File: config.mk
export PLATFORM = sky130hd
export DESIGN_NAME = date_rotation_index_flat
export DESIGN_NICKNAME = d
export VERILOG_FILES = /design/src/dri_pkg.sv /design/src/dri_in_if.sv /design/src/dri_out_if.sv /design/src/dri_cfg_if.sv /design/src/dri_date.sv /design/src/dri_cell.sv /design/src/date_rotation_index.sv /design/src/flat_wrapper.sv
export SDC_FILE = /design/constraint.sdc
export NUM_CORES = 2
export LEC_CHECK = 0
export ABC_AREA = 1
export BUFFER_PORTS_ARGS = -buffer_cell sky130_fd_sc_hd__buf_4
export CORE_MARGIN = 3
export CORE_UTILIZATION = 55
export CTS_CLUSTER_DIAMETER = 40
export DETAILED_ROUTE_END_ITERATION = 8
export PLACE_DENSITY = 0.71
export SLEW_MARGIN = 30
export SYNTH_ARGS = -nofsm -noshare
export SYNTH_HDL_FRONTEND = slang
export SYNTH_SLANG_ARGS = --single-unit
File: constraint.sdc
create_clock -name clk -period 31.3 [get_ports clk]
set_input_delay 6.26 -clock clk [delete_from_list [all_inputs] [get_ports clk]]
set_output_delay 6.26 -clock clk [all_outputs]
set_load 0.01 [all_outputs]
File: src/dri_pkg.sv
// shared types, constants and helper functions of the date rotation index block
// no dependencies; every other file imports this package
package dri_pkg;

  localparam int COUNT_BITS_DEF = 8;

  localparam int YEAR_W = 14;
  localparam int MONTH_W = 4;
  localparam int DAY_W = 5;
  localparam int WDAY_W = 3;
  localparam int CFG_W = 8;
  localparam int CFG_ADDR_W = 2;
  localparam int BIDX_W = 3;
  localparam int IDX_W = 8;
  localparam int DNUM_W = 22;
  localparam int QUOT_W = 8;
  localparam int DOY_W = 9;

  localparam logic [YEAR_W-1:0] YEAR_FIRST = YEAR_W'(1970);
  localparam logic [YEAR_W-1:0] YEAR_LAST = YEAR_W'(9999);
  localparam logic [WDAY_W-1:0] WDAY_LIMIT = WDAY_W'(7);

  // floor(x / 25) for x below 4096 as (x * 1311) >> 15
  localparam int DIV25_MUL = 1311;
  localparam int DIV25_SHIFT = 15;

  typedef enum logic [CFG_ADDR_W-1:0] {
    REG_CUSTOM  = 2'd0,
    REG_BUILTIN = 2'd1
  } cfg_reg_t;

  typedef struct packed {
    logic              live;
    logic              ok;
    logic              uses_custom;
    logic [BIDX_W-1:0] bidx;
  } dri_tag_t;

  function automatic logic [QUOT_W-1:0] div25(input logic [11:0] x);
    logic [22:0] p;
    p = 23'(x) * 23'(DIV25_MUL);
    return p[DIV25_SHIFT +: QUOT_W];
  endfunction

  function automatic logic [DAY_W-1:0] month_len(input logic leap,
                                                 input logic [MONTH_W-1:0] m);
    logic [DAY_W-1:0] n;
    unique case (m)
      4'd2: n = leap ? DAY_W'(29) : DAY_W'(28);
      4'd4, 4'd6, 4'd9, 4'd11: n = DAY_W'(30);
      4'd1, 4'd3, 4'd5, 4'd7, 4'd8, 4'd10, 4'd12: n = DAY_W'(31);
      default: n = '0;
    endcase
    return n;
  endfunction

  // days before the first of the month, year counted from march
  function automatic logic [DOY_W-1:0] doy_base(input logic [MONTH_W-1:0] m);
    logic [DOY_W-1:0] n;
    unique case (m)
      4'd3: n = DOY_W'(0);
      4'd4: n = DOY_W'(31);
      4'd5: n = DOY_W'(61);
      4'd6: n = DOY_W'(92);
      4'd7: n = DOY_W'(122);
      4'd8: n = DOY_W'(153);
      4'd9: n = DOY_W'(184);
      4'd10: n = DOY_W'(214);
      4'd11: n = DOY_W'(245);
      4'd12: n = DOY_W'(275);
      4'd1: n = DOY_W'(306);
      4'd2: n = DOY_W'(337);
      default: n = '0;
    endcase
    return n;
  endfunction

  // weekday mod count; weekday is below 8 so a few subtractions suffice
  function automatic logic [BIDX_W-1:0] small_mod(input logic [WDAY_W-1:0] w,
                                                  input logic [CFG_W-1:0] b);
    logic [CFG_W-1:0] r;
    r = CFG_W'(w);
    for (int i = 0; i < 7; i++) begin
      if (b != '0 && r >= b) begin
        r = r - b;
      end
    end
    return r[BIDX_W-1:0];
  endfunction

endpackage

File: src/dri_in_if.sv
// date request channel: valid/ready handshake with the date and weekday fields
// depends on dri_pkg
interface dri_in_if import dri_pkg::*; ();
  logic               valid;
  logic               ready;
  logic [YEAR_W-1:0]  year;
  logic [MONTH_W-1:0] month;
  logic [DAY_W-1:0]   day;
  logic [WDAY_W-1:0]  weekday;

  modport source (output valid, output year, output month, output day,
                  output weekday, input ready);
  modport sink (input valid, input year, input month, input day,
                input weekday, output ready);
endinterface

File: src/dri_out_if.sv
// result channel: valid/ready handshake with the selection fields
// depends on dri_pkg
interface dri_out_if import dri_pkg::*; ();
  logic              valid;
  logic              ready;
  logic              valid_res;
  logic              uses_custom;
  logic [BIDX_W-1:0] base_idx;
  logic [IDX_W-1:0]  pic_idx;

  modport source (output valid, output valid_res, output uses_custom,
                  output base_idx, output pic_idx, input ready);
  modport sink (input valid, input valid_res, input uses_custom,
                input base_idx, input pic_idx, output ready);
endinterface

File: src/dri_cfg_if.sv
// register write channel: valid/ready handshake with register index and data
// depends on dri_pkg
interface dri_cfg_if import dri_pkg::*; ();
  logic                  valid;
  logic                  ready;
  logic [CFG_ADDR_W-1:0] index;
  logic [CFG_W-1:0]      data;

  modport source (output valid, output index, output data, input ready);
  modport sink (input valid, input index, input data, output ready);
endinterface

File: src/dri_date.sv
// two-stage date front end: range checks, leap year, civil day number
// depends on dri_pkg
module dri_date import dri_pkg::*; #(
  parameter int CW = 8
) (
  input  logic               clk,
  input  logic               rst_n,
  input  logic               adv,
  input  logic               live_i,
  input  logic [YEAR_W-1:0]  year_i,
  input  logic [MONTH_W-1:0] month_i,
  input  logic [DAY_W-1:0]   day_i,
  input  logic [WDAY_W-1:0]  weekday_i,
  input  logic [CW-1:0]      custom_i,
  input  logic [CW-1:0]      builtin_i,
  output dri_tag_t           tag_o,
  output logic [DNUM_W-1:0]  dnum_o
);

  // stage a: shifted year and the divisions by 100 and 400
  logic               a_live_r;
  logic [YEAR_W-1:0]  a_year_r;
  logic [YEAR_W-1:0]  a_yy_r;
  logic [MONTH_W-1:0] a_month_r;
  logic [DAY_W-1:0]   a_day_r;
  logic [WDAY_W-1:0]  a_wday_r;
  logic [QUOT_W-1:0]  a_q100y_r;
  logic [QUOT_W-1:0]  a_q100yy_r;
  logic [QUOT_W-1:0]  a_q400yy_r;

  logic [YEAR_W-1:0]  yy_nxt;

  always_comb begin
    yy_nxt = year_i - ((month_i <= MONTH_W'(2)) ? YEAR_W'(1) : YEAR_W'(0));
  end

  always_ff @(posedge clk) begin
    if (!rst_n) begin
      a_live_r <= 1'b0;
    end else if (adv) begin
      a_live_r <= live_i;
    end
  end

  always_ff @(posedge clk) begin
    if (adv) begin
      a_year_r   <= year_i;
      a_yy_r     <= yy_nxt;
      a_month_r  <= month_i;
      a_day_r    <= day_i;
      a_wday_r   <= weekday_i;
      a_q100y_r  <= div25(year_i[YEAR_W-1:2]);
      a_q100yy_r <= div25(yy_nxt[YEAR_W-1:2]);
      a_q400yy_r <= div25({2'b00, yy_nxt[YEAR_W-1:4]});
    end
  end

  // stage b: validity and day number
  logic [14:0]       c100;
  logic              leap;
  logic [DAY_W-1:0]  mlen;
  logic              ok;
  logic [DNUM_W-1:0] dnum_nxt;
  dri_tag_t          tag_nxt;
  dri_tag_t          tag_r;
  logic [DNUM_W-1:0] dnum_r;

  always_comb begin
    c100 = 15'(a_q100y_r) * 15'd100;
    leap = (a_year_r[1:0] == 2'b00) &&
           ((c100 != {1'b0, a_year_r}) || (a_q100y_r[1:0] == 2'b00));
    mlen = month_len(leap, a_month_r);
    ok = (a_year_r >= YEAR_FIRST) && (a_year_r <= YEAR_LAST) &&
         (a_day_r != '0) && (a_day_r <= mlen) &&
         (a_wday_r < WDAY_LIMIT) && (builtin_i != '0);
    dnum_nxt = DNUM_W'(a_yy_r) * DNUM_W'(365) + DNUM_W'(a_yy_r[YEAR_W-1:2])
             - DNUM_W'(a_q100yy_r) + DNUM_W'(a_q400yy_r)
             + DNUM_W'(doy_base(a_month_r)) + DNUM_W'(a_day_r) - DNUM_W'(1);
    tag_nxt.live = a_live_r;
    tag_nxt.ok = ok;
    tag_nxt.uses_custom = ok && (custom_i != '0);
    tag_nxt.bidx = ok ? small_mod(a_wday_r, CFG_W'(builtin_i)) : '0;
  end

  // only the live bit is reset, the payload follows it
  always_ff @(posedge clk) begin
    if (!rst_n) begin
      tag_r.live <= 1'b0;
    end else if (adv) begin
      tag_r.live <= tag_nxt.live;
    end
    if (adv) begin
      tag_r.ok          <= tag_nxt.ok;
      tag_r.uses_custom <= tag_nxt.uses_custom;
      tag_r.bidx        <= tag_nxt.bidx;
      dnum_r            <= dnum_nxt;
    end
  end

  assign tag_o  = tag_r;
  assign dnum_o = dnum_r;

endmodule

File: src/dri_cell.sv
// one restoring remainder cell: takes one dividend bit, conditionally subtracts
// depends on dri_pkg
module dri_cell import dri_pkg::*; #(
  parameter int CW = 8
) (
  input  logic              clk,
  input  logic              rst_n,
  input  logic              adv,
  input  dri_tag_t          tag_i,
  input  logic [DNUM_W-1:0] dvd_i,
  input  logic [CW-1:0]     rem_i,
  input  logic [CW-1:0]     div_i,
  output dri_tag_t          tag_o,
  output logic [DNUM_W-1:0] dvd_o,
  output logic [CW-1:0]     rem_o
);

  logic [CW:0]       trial;
  logic [CW:0]       diff;
  logic [CW-1:0]     rem_nxt;
  dri_tag_t          tag_r;
  logic [DNUM_W-1:0] dvd_r;
  logic [CW-1:0]     rem_r;

  always_comb begin
    trial = {rem_i, dvd_i[DNUM_W-1]};
    diff = trial - {1'b0, div_i};
    rem_nxt = (trial >= {1'b0, div_i}) ? diff[CW-1:0] : trial[CW-1:0];
  end

  // only the live bit is reset, the payload follows it
  always_ff @(posedge clk) begin
    if (!rst_n) begin
      tag_r.live <= 1'b0;
    end else if (adv) begin
      tag_r.live <= tag_i.live;
    end
    if (adv) begin
      tag_r.ok          <= tag_i.ok;
      tag_r.uses_custom <= tag_i.uses_custom;
      tag_r.bidx        <= tag_i.bidx;
      dvd_r             <= {dvd_i[DNUM_W-2:0], 1'b0};
      rem_r             <= rem_nxt;
    end
  end

  assign tag_o = tag_r;
  assign dvd_o = dvd_r;
  assign rem_o = rem_r;

endmodule

File: src/date_rotation_index.sv
// date rotation index: picks a daily image index from a gregorian date. one
// beat is accepted per cycle and each gives exactly one result beat. on the
// way two front stages check the date and form the civil day number, then a
// row of 22 remainder cells (one per bit of the day number) reduces it modulo
// custom_count, then the output register. the whole row advances together, so
// a stalled result holds every stage; with the result side ready the block
// sustains one beat per cycle. registers are written through cfg_ch and must
// only change while no beat is in flight. depends on dri_pkg, the channel
// interfaces, dri_date and dri_cell
module date_rotation_index import dri_pkg::*; #(
  parameter int COUNT_BITS = COUNT_BITS_DEF
) (
  input logic      clk,
  input logic      rst_n,
  dri_in_if.sink   in_ch,
  dri_out_if.source out_ch,
  dri_cfg_if.sink  cfg_ch
);

  // counts are held at the narrower of the mask width and the register width
  localparam int CW = (COUNT_BITS < CFG_W) ? COUNT_BITS : CFG_W;

  // configuration registers
  logic [CW-1:0] custom_r;
  logic [CW-1:0] builtin_r;

  assign cfg_ch.ready = 1'b1;

  always_ff @(posedge clk) begin
    if (!rst_n) begin
      custom_r  <= '0;
      builtin_r <= CW'(1);
    end else if (cfg_ch.valid) begin
      unique case (cfg_ch.index)
        REG_CUSTOM:  custom_r <= cfg_ch.data[CW-1:0];
        REG_BUILTIN: builtin_r <= cfg_ch.data[CW-1:0];
        default: ;  // unknown index, write dropped
      endcase
    end
  end

  // global advance: every stage moves when the output slot is free or taken
  logic adv;
  logic out_valid_r;

  assign adv = !out_valid_r || out_ch.ready;
  assign in_ch.ready = adv;

  // front end
  dri_tag_t          front_tag;
  logic [DNUM_W-1:0] front_dnum;

  dri_date #(.CW(CW)) u_date (
    .clk       (clk),
    .rst_n     (rst_n),
    .adv       (adv),
    .live_i    (in_ch.valid),
    .year_i    (in_ch.year),
    .month_i   (in_ch.month),
    .day_i     (in_ch.day),
    .weekday_i (in_ch.weekday),
    .custom_i  (custom_r),
    .builtin_i (builtin_r),
    .tag_o     (front_tag),
    .dnum_o    (front_dnum)
  );

  // remainder row: cell k consumes dividend bit DNUM_W-1-k
  dri_tag_t          row_tag [DNUM_W+1];
  logic [DNUM_W-1:0] row_dvd [DNUM_W+1];
  logic [CW-1:0]     row_rem [DNUM_W+1];

  assign row_tag[0] = front_tag;
  assign row_dvd[0] = front_dnum;
  assign row_rem[0] = '0;

  for (genvar k = 0; k < DNUM_W; k++) begin : g_cell
    dri_cell #(.CW(CW)) u_cell (
      .clk   (clk),
      .rst_n (rst_n),
      .adv   (adv),
      .tag_i (row_tag[k]),
      .dvd_i (row_dvd[k]),
      .rem_i (row_rem[k]),
      .div_i (custom_r),
      .tag_o (row_tag[k+1]),
      .dvd_o (row_dvd[k+1]),
      .rem_o (row_rem[k+1])
    );
  end

  // output register
  dri_tag_t          last_tag;
  logic [IDX_W-1:0]  image_nxt;
  logic              res_ok_r;
  logic              uses_r;
  logic [BIDX_W-1:0] bidx_r;
  logic [IDX_W-1:0]  image_r;

  assign last_tag = row_tag[DNUM_W];

  // the row still carries a remainder for invalid beats, so select on uses_custom
  always_comb begin
    image_nxt = last_tag.uses_custom ? IDX_W'(row_rem[DNUM_W]) : IDX_W'(last_tag.bidx);
  end

  always_ff @(posedge clk) begin
    if (!rst_n) begin
      out_valid_r <= 1'b0;
    end else if (adv) begin
      out_valid_r <= last_tag.live;
    end
  end

  always_ff @(posedge clk) begin
    if (adv) begin
      res_ok_r <= last_tag.ok;
      uses_r   <= last_tag.uses_custom;
      bidx_r   <= last_tag.bidx;
      image_r  <= image_nxt;
    end
  end

  assign out_ch.valid       = out_valid_r;
  assign out_ch.valid_res   = res_ok_r;
  assign out_ch.uses_custom = uses_r;
  assign out_ch.base_idx    = bidx_r;
  assign out_ch.pic_idx     = image_r;

  // a rejected date carries all-zero fields
  a_reject_zero: assert property (@(posedge clk) disable iff (!rst_n)
    out_valid_r && !res_ok_r |-> !uses_r && bidx_r == '0 && image_r == '0)
    else $error("rejected beat with nonzero fields");

  // custom selection stays below the custom count
  a_custom_range: assert property (@(posedge clk) disable iff (!rst_n)
    out_valid_r && uses_r |-> image_r < IDX_W'(custom_r))
    else $error("custom image index out of range");

  // built-in index stays below the built-in count for accepted dates
  a_builtin_range: assert property (@(posedge clk) disable iff (!rst_n)
    out_valid_r && res_ok_r |-> CFG_W'(bidx_r) < CFG_W'(builtin_r))
    else $error("builtin index out of range");

  // nothing comes out of the row right after reset
  a_reset_empty: assert property (@(posedge clk)
    !rst_n |=> !out_valid_r)
    else $error("result valid after reset");

endmodule

File: src/flat_wrapper.sv
// flat-port wrapper written by rule: the top's interface ports become plain ports
module date_rotation_index_flat import dri_pkg::*;
#(
  parameter int COUNT_BITS = COUNT_BITS_DEF
)
  (clk, rst_n, in_ch_valid, in_ch_year, in_ch_month, in_ch_day, in_ch_weekday, in_ch_ready, out_ch_valid, out_ch_valid_res, out_ch_uses_custom, out_ch_base_idx, out_ch_pic_idx, out_ch_ready, cfg_ch_valid, cfg_ch_index, cfg_ch_data, cfg_ch_ready);
  dri_in_if in_ch_i ();
  dri_out_if out_ch_i ();
  dri_cfg_if cfg_ch_i ();
  input logic clk;
  input logic rst_n;
  input wire logic [$bits(in_ch_i.valid)-1:0] in_ch_valid;
  input wire logic [$bits(in_ch_i.year)-1:0] in_ch_year;
  input wire logic [$bits(in_ch_i.month)-1:0] in_ch_month;
  input wire logic [$bits(in_ch_i.day)-1:0] in_ch_day;
  input wire logic [$bits(in_ch_i.weekday)-1:0] in_ch_weekday;
  output wire logic [$bits(in_ch_i.ready)-1:0] in_ch_ready;
  output wire logic [$bits(out_ch_i.valid)-1:0] out_ch_valid;
  output wire logic [$bits(out_ch_i.valid_res)-1:0] out_ch_valid_res;
  output wire logic [$bits(out_ch_i.uses_custom)-1:0] out_ch_uses_custom;
  output wire logic [$bits(out_ch_i.base_idx)-1:0] out_ch_base_idx;
  output wire logic [$bits(out_ch_i.pic_idx)-1:0] out_ch_pic_idx;
  input wire logic [$bits(out_ch_i.ready)-1:0] out_ch_ready;
  input wire logic [$bits(cfg_ch_i.valid)-1:0] cfg_ch_valid;
  input wire logic [$bits(cfg_ch_i.index)-1:0] cfg_ch_index;
  input wire logic [$bits(cfg_ch_i.data)-1:0] cfg_ch_data;
  output wire logic [$bits(cfg_ch_i.ready)-1:0] cfg_ch_ready;
  assign in_ch_i.valid = in_ch_valid;
  assign in_ch_i.year = in_ch_year;
  assign in_ch_i.month = in_ch_month;
  assign in_ch_i.day = in_ch_day;
  assign in_ch_i.weekday = in_ch_weekday;
  assign in_ch_ready = in_ch_i.ready;
  assign out_ch_valid = out_ch_i.valid;
  assign out_ch_valid_res = out_ch_i.valid_res;
  assign out_ch_uses_custom = out_ch_i.uses_custom;
  assign out_ch_base_idx = out_ch_i.base_idx;
  assign out_ch_pic_idx = out_ch_i.pic_idx;
  assign out_ch_i.ready = out_ch_ready;
  assign cfg_ch_i.valid = cfg_ch_valid;
  assign cfg_ch_i.index = cfg_ch_index;
  assign cfg_ch_i.data = cfg_ch_data;
  assign cfg_ch_ready = cfg_ch_i.ready;
  date_rotation_index #(.COUNT_BITS(COUNT_BITS)) u_core (.clk(clk), .rst_n(rst_n), .in_ch(in_ch_i), .out_ch(out_ch_i), .cfg_ch(cfg_ch_i));
endmodule
Word level (Yosys, flattened, before mapping)
Memory sizes are Yosys's and may differ from the RTL's. A register that Yosys moved wholly into a read port is not among the register bits.
Index checks and enable logic that the tools add are counted.
{ "totals": {"mem_bits_ro": 144, "register_bits": 660, "input_bits": 41, "wordCells": 305, "output_inout_bits": 16, "n_memories": 1} }
{ "op_classes": {"n_lt_le_gt_ge": 34, "n_reduce_logical": 27, "n_addsub": 36, "mux": 34, "eq_ne": 14, "multipliers": 5} }
{ "mem_list": {"columns": ["name", "words", "width", "rd", "rd_clocked_by_memory_dff", "wr", "line_no", "source"], "rows": [
  ["(no name shown)", 16, 9, 1, 1, 0, "dri_pkg.sv:60", "unique case (m)"]
]} }
{ "op_table": {"columns": ["operator", "n"], "rows": [
  ["8-bit 2-to-1 mux", 27],
  ["8-bit subtractor", 26],
  ["9-bit by 8-bit >= comparator with 1-bit output", 21],
  ["8-bit >= comparator", 6],
  ["12-bit by 11-bit multiplier with 23-bit output, second input constant", 2],
  ["22-bit by 12-bit adder with 22-bit output", 1],
  ["22-bit by 5-bit adder with 22-bit output", 1],
  ["22-bit by 6-bit adder with 22-bit output", 1],
  ["22-bit by 9-bit adder with 22-bit output", 1],
  ["14-bit by 9-bit multiplier with 22-bit output, second input constant", 1],
  ["22-bit by 1-bit subtractor with 22-bit output, second input constant", 1],
  ["22-bit by 8-bit subtractor with 22-bit output", 1],
  ["10-bit by 11-bit multiplier with 21-bit output, second input constant", 1],
  ["4-bit == test, second input constant", 5],
  ["4-bit by 3-bit == test with 1-bit output, second input constant", 4],
  ["8-bit nonzero test", 2],
  ["15-bit by 14-bit != test with 1-bit output", 1],
  ["5-bit one-hot mux with 3 select lines", 1],
  ["14-bit by 11-bit >= comparator with 1-bit output, second input constant", 1],
  ["14-bit less-or-equal comparator, second input constant", 1],
  ["1-bit logical AND", 14],
  ["14-bit by 1-bit subtractor with 14-bit output", 1],
  ["8-bit by 5-bit multiplier with 13-bit output, second input constant", 1],
  ["4-bit by 2-bit == test with 1-bit output, second input constant", 2],
  ["other kinds (20)", 27]
]} }

Longest topological paths before layout
{ "logic_depth": {"depth_word": 21, "mapped_depth": 80, "depth_no_buf": 79} }

Cells and area by module
A second synthesis with hierarchy kept.
{ "unflattened": {"cells_unflattened": 5350, "hier_area_um2": 56394.1} }
{ "by_module_without_submodules": {"columns": ["mod", "n_inst", "seq_area_each_um2", "area_per_inst_um2", "cells_per_inst"], "rows": [
  ["dri_cell", 22, 1041.0, 1676.6, 148],
  ["dri_date", 1, 2892.8, 18266.3, 1956],
  ["date_rotation_index", 1, 730.7, 1242.4, 138]
]} }

Least setup slack after synthesis
OpenSTA, ideal clock, no wires.
{ "synth_timing": {"path_type": "input -> output", "start": "in out_ch_ready", "end": "out in_ch_ready", "required_ps": 25040, "arrival_time_ps": 23600, "setup_slack_ps": 1440, "path_buffers": 2, "stages": 4, "path_cell_list": "nor2_2 > inv_1 > clkbuf_1 > clkbuf_1"} }
{ "synth_between": {"elab_chain_cells": 1} }
{ "synth_lines": {"columns": ["item", "line_no", "source"], "rows": [
  ["from (decl)", "flat_wrapper.sv:23", "input wire logic [$bits(out_ch_i.ready)-1:0] out_ch_ready;"],
  ["1-bit logical OR", "date_rotation_index.sv:46", "assign adv = !out_valid_r || out_ch.ready;"],
  ["to (decl)", "flat_wrapper.sv:17", "output wire logic [$bits(in_ch_i.ready)-1:0] in_ch_ready;"]
]} }
No other way between the ends.

Final worst setup path
Ends and elaborated chain as after synthesis.

==> results by stage <==
Setup path:
- Of all nets on the critical path, the largest fanout is 104.
- The launching element of the worst setup path is out_ch_ready.
- The critical path ends at in_ch_ready.
- Data arrives at the worst endpoint at 7620 ps.
- The worst register-to-register path begins at u_core.builtin_r[1].
- The classification of the worst setup path is primary input to primary output.
- The worst setup path is captured at a primary output.
- STA classifies the critical path startpoint as a primary input.
- In this run the critical register-to-register path is captured at u_core.u_date.tag_o[2].
- For the worst setup path, the data required time is 25040 ps.
- The depth of the worst register-to-register path is 72.
- Across all register-to-register paths, the minimum setup slack is 18870 ps.

Placement:
- Detailed placement finished with a half-perimeter wire length of 56800 µm.
- The count of buffers inserted at the top-level ports is 55.
- The congestion estimate from routability-driven global placement came to 0.866.

Logic synthesis:
- The post-synthesis cell count is 3881.
- For this run, the number of Yosys warnings is 0.
- A synthesized cell averages 11.2 µm².
- The synthesized netlist devotes 4.29% of its cell area to XOR and XNOR gates.
- The synthesized netlist devotes 8.60% of its cell area to compound gates.
- The most used flip-flop cell after synthesis is sky130_fd_sc_hd__edfxtp_1.
- The number of distinct standard cells referenced by the synthesized netlist is 69.
- The number of storage elements in the synthesis netlist is 669.
- The synthesized netlist devotes 27.5% of its cell area to adder and majority cells.
- The multiplexer share of the synthesized area is 0.0774%.
- After Yosys synthesis, and, or, nand and nor cells account for 8.71% of the synthesized area.
- The async set-reset flop share out of synthesis is 0%.
- The netlist area before placement is 43600 µm².
- After synthesis, the largest family of logic cells by area is adder cells.
- The number of nets produced by synthesis is 4744.
- The synthesized design contains 619 enable-type register cells.
- The proportion of synthesized chip area in sequential cells is 44.9%.

Floorplanning:
- In this run the horizontal extent of the chip is 288 µm.
- The overall die area is 82800 µm².
- The floorplan step set the die height to 288 µm.
- The floorplan has 102 rows.
- The core box area is 78000 µm².
- The number of placed I/O pins is 57.
- The starting density of the core is 56.0%.

Clock tree:
- The clock reaches the later pin of the worst-skew pair after 670 ps.
- The count of H-tree levels built during CTS is 3.
- The number of post-CTS setup repair buffers is 0.
- The clock tree from TritonCTS is yes.
- The CTS root buffer is sky130_fd_sc_hd__clkbuf_16.
- The number of clock buffers added by TritonCTS is 96.
- The count of cells resized by post-cts repair is 0.
- No sink is reached through more buffers than the 3 on the longest clock path.
- The number of clock sinks is 669.
- The clock-pin slew of the registers on the worst-case setup and hold paths is 60 ps.
- The number of hold buffers added after cts is 0.

Outcome:
- The flow ran to the end, and the final reports show no timing, DRC or antenna violations.

STA:
- Setup violations remaining at the end of the flow were counted as 0.
- Across the routed clock network, the largest skew measured is 53.5 ps.
- The post-route clock period utilization is 44.3%.
- The final hold violation count came to 0.
- Timing would allow up to 72.1 MHz.
- At the pin with the least slew margin, the transition time is 793 ps.
- The total negative setup slack is 0 ps.
- Measured against its own limit, the worst slew margin works out to 46.9%.
- Setup repair after global routing left no endpoint under its margin.
- Counting I/O delays and the setup requirement, the final critical path takes 13880 ps.
- The max-slew violation total from the final report is 0.

Run:
- Max-cap violations in this run came to 0.

Global routing:
- The number of global-route vias before repair is 27300.
- Entering global routing, the biggest net connects 199 pins.
- The first global-routing pass estimated 131000 µm of wire.
- The initial antenna violation count is 4.
- Global routing used 19.5% of the available tracks.
- The total overflow left after global routing is 0.

Final layout:
- In the layout the commonest cells are 619 x sky130_fd_sc_hd__edfxtp_1, 618 x sky130_fd_sc_hd__inv_1, 594 x sky130_fd_sc_hd__ha_1, 367 x sky130_fd_sc_hd__a21oi_1, 357 x sky130_fd_sc_hd__nand2_1.
- The area growth from synthesis to layout is 11.6%.
- The filler cell count in the final layout is 6067.
- The fraction of layout instances using a drive strength above 1 is 8.61%.
- For this run, the post-layout net count is 4879.
- The most common library cell in the layout ignoring fill and taps is sky130_fd_sc_hd__edfxtp_1.

Routing:
- The residual antenna-violating net count after detailed routing is 0.
- Using the TritonRoute via totals, the vias-per-cell ratio works out to 5.27.
- The detailed router placed 27100 vias in this run.
- In the routed design, unresolved DRC markers number 0.
- For this run, the detailed router's first-pass iteration total came to 5.
- The total wire length is 78900 µm.
- Dividing the detail-routed wire length by the instance count gives 15.3 µm.
- After the first detailed-routing iteration, the DRC count stood at 1479.

Min path:
- In this run the worst hold path is classified as register to register.
==> cells in the mapped netlist (9+ instances only) <==
cell / instances / share of area, %
sky130_fd_sc_hd__or2_2: 13 / 0.19
sky130_fd_sc_hd__xor2_1: 149 / 3.0
sky130_fd_sc_hd__nand2_2: 25 / 0.36
sky130_fd_sc_hd__nand3_2: 13 / 0.30
sky130_fd_sc_hd__a21o_1: 9 / 0.15
sky130_fd_sc_hd__edfxtp_1: 619 / 43
sky130_fd_sc_hd__buf_4: 21 / 0.36
sky130_fd_sc_hd__o21ai_2: 13 / 0.26
sky130_fd_sc_hd__nand2_1: 357 / 3.1
sky130_fd_sc_hd__nor3_1: 33 / 0.38
sky130_fd_sc_hd__nor2_1: 277 / 2.4
sky130_fd_sc_hd__inv_1: 619 / 5.3
sky130_fd_sc_hd__nand3_1: 64 / 0.73
sky130_fd_sc_hd__clkbuf_1: 11 / 0.095
sky130_fd_sc_hd__xnor2_1: 65 / 1.3
sky130_fd_sc_hd__a21oi_1: 367 / 4.2
sky130_fd_sc_hd__o21bai_1: 28 / 0.48
sky130_fd_sc_hd__a21oi_2: 9 / 0.18
sky130_fd_sc_hd__ha_1: 594 / 17
sky130_fd_sc_hd__nor4_1: 11 / 0.16
sky130_fd_sc_hd__fa_1: 228 / 10
sky130_fd_sc_hd__nand4_1: 26 / 0.37
sky130_fd_sc_hd__o21ai_1: 27 / 0.31
sky130_fd_sc_hd__o21ai_0: 132 / 1.5
sky130_fd_sc_hd__dfxtp_1: 50 / 2.3
==> worst min path at each step <==
stage | end | slack [ps] | from | cells past startpoint
global route | u_core.g_cell[1].u_cell.dvd_o[17] | 400 | u_core.g_cell[0].u_cell.dvd_o[16] | 0
floorplan | u_core.g_cell[0].u_cell.dvd_o[10] | 400 | u_core.u_date.dnum_o[9] | 0
global placement | u_core.g_cell[15].u_cell.dvd_o[19] | 400 | u_core.g_cell[14].u_cell.dvd_o[18] | 0
CTS | u_core.g_cell[1].u_cell.dvd_o[17] | 390 | u_core.g_cell[0].u_cell.dvd_o[16] | 0
detailed placement | u_core.g_cell[0].u_cell.dvd_o[12] | 400 | u_core.u_date.dnum_o[11] | 0
finish | u_core.g_cell[3].u_cell.tag_o[1] | 400 | u_core.g_cell[2].u_cell.tag_o[1] | 0
==> critical path: stages <==
cell and delay, ps:
sky130_fd_sc_hd__buf_4 120, sky130_fd_sc_hd__nor2_4 510, sky130_fd_sc_hd__inv_8 400, sky130_fd_sc_hd__buf_4 280
==> state kept, by name, indices dropped and copies added, names as in the netlist, 8 cells and up, named ones only <==
signal and cells:
u_core.g_cell.u_cell.dvd_o 231, u_core.g_cell.u_cell.tag_o 132, u_core.u_date.a_year_r 14, u_core.out_ch.pic_idx 8, u_core.custom_r 8, u_core.u_date.a_q100yy_r 8
u_core.g_cell.u_cell.rem_o 176, u_core.u_date.a_q100y_r 8, u_core.u_date.dnum_o 22, u_core.u_date.a_yy_r 14, u_core.builtin_r 8
==> cell families (layout without fill, tap and decap cells) <==
group	after synthesis	in the layout
multiplexers	3	3
AO/OA/AOI/OAI	654	654
flip-flops	669	669
other	1	7
AND/OR/NAND/NOR	854	854
buffers and inverters	664	882
XOR/XNOR	214	214
adder cells (fa/ha/maj)	822	822
==> cell type report <==
class	instances	area, µm²	share of cell area, %
Antenna cell	6	15.0	0.0308
Clock buffer	112	2510	5.17
Clock inverter	69	806	1.65
Inverter	627	2370	4.86
Multi-Input combinational cell	2548	21500	44.1
Sequential cell	669	19600	40.2
Tap cell	1040	1300	2.67
Timing Repair Buffer	74	624	1.28
==> routing by layer <==
| metal | GRT usage, % | vias to the layer above | part of all wire [%] |
|---|---|---|---|
| met2 | 32.8 | 472 | 48 |
| met3 | 3.59 | 150 | 4.4 |
| met1 | 25.7 | 12900 | 45 |
| met4 | 6.59 | 0 | 3.1 |
| li1 | - | 13600 | - |
| met5 | 0 | - | 0 |
==> per-stage QoR <==
stage | hold WS, ps | setup WS (ps) | utilization, % | cells | cell area, µm²
6_report | 395 | 17420 | 62.4 | 5145 | 48700
3_5_place_dp | 405 | 17420 | 58.1 | 4957 | 45300
3_3_place_gp | 400 | 16960 | 58.1 | 4956 | 45300
5_1_grt | 402 | 17320 | 62.4 | 5139 | 48700
2_1_floorplan | 400 | 1440 | - | 3881 | 43600
4_1_cts | 393 | 17420 | 62.4 | 5138 | 48600
Power is left out: the tool's default activity adds up to more than one toggle a clock period on the data nets, which glitch-free logic cannot reach.
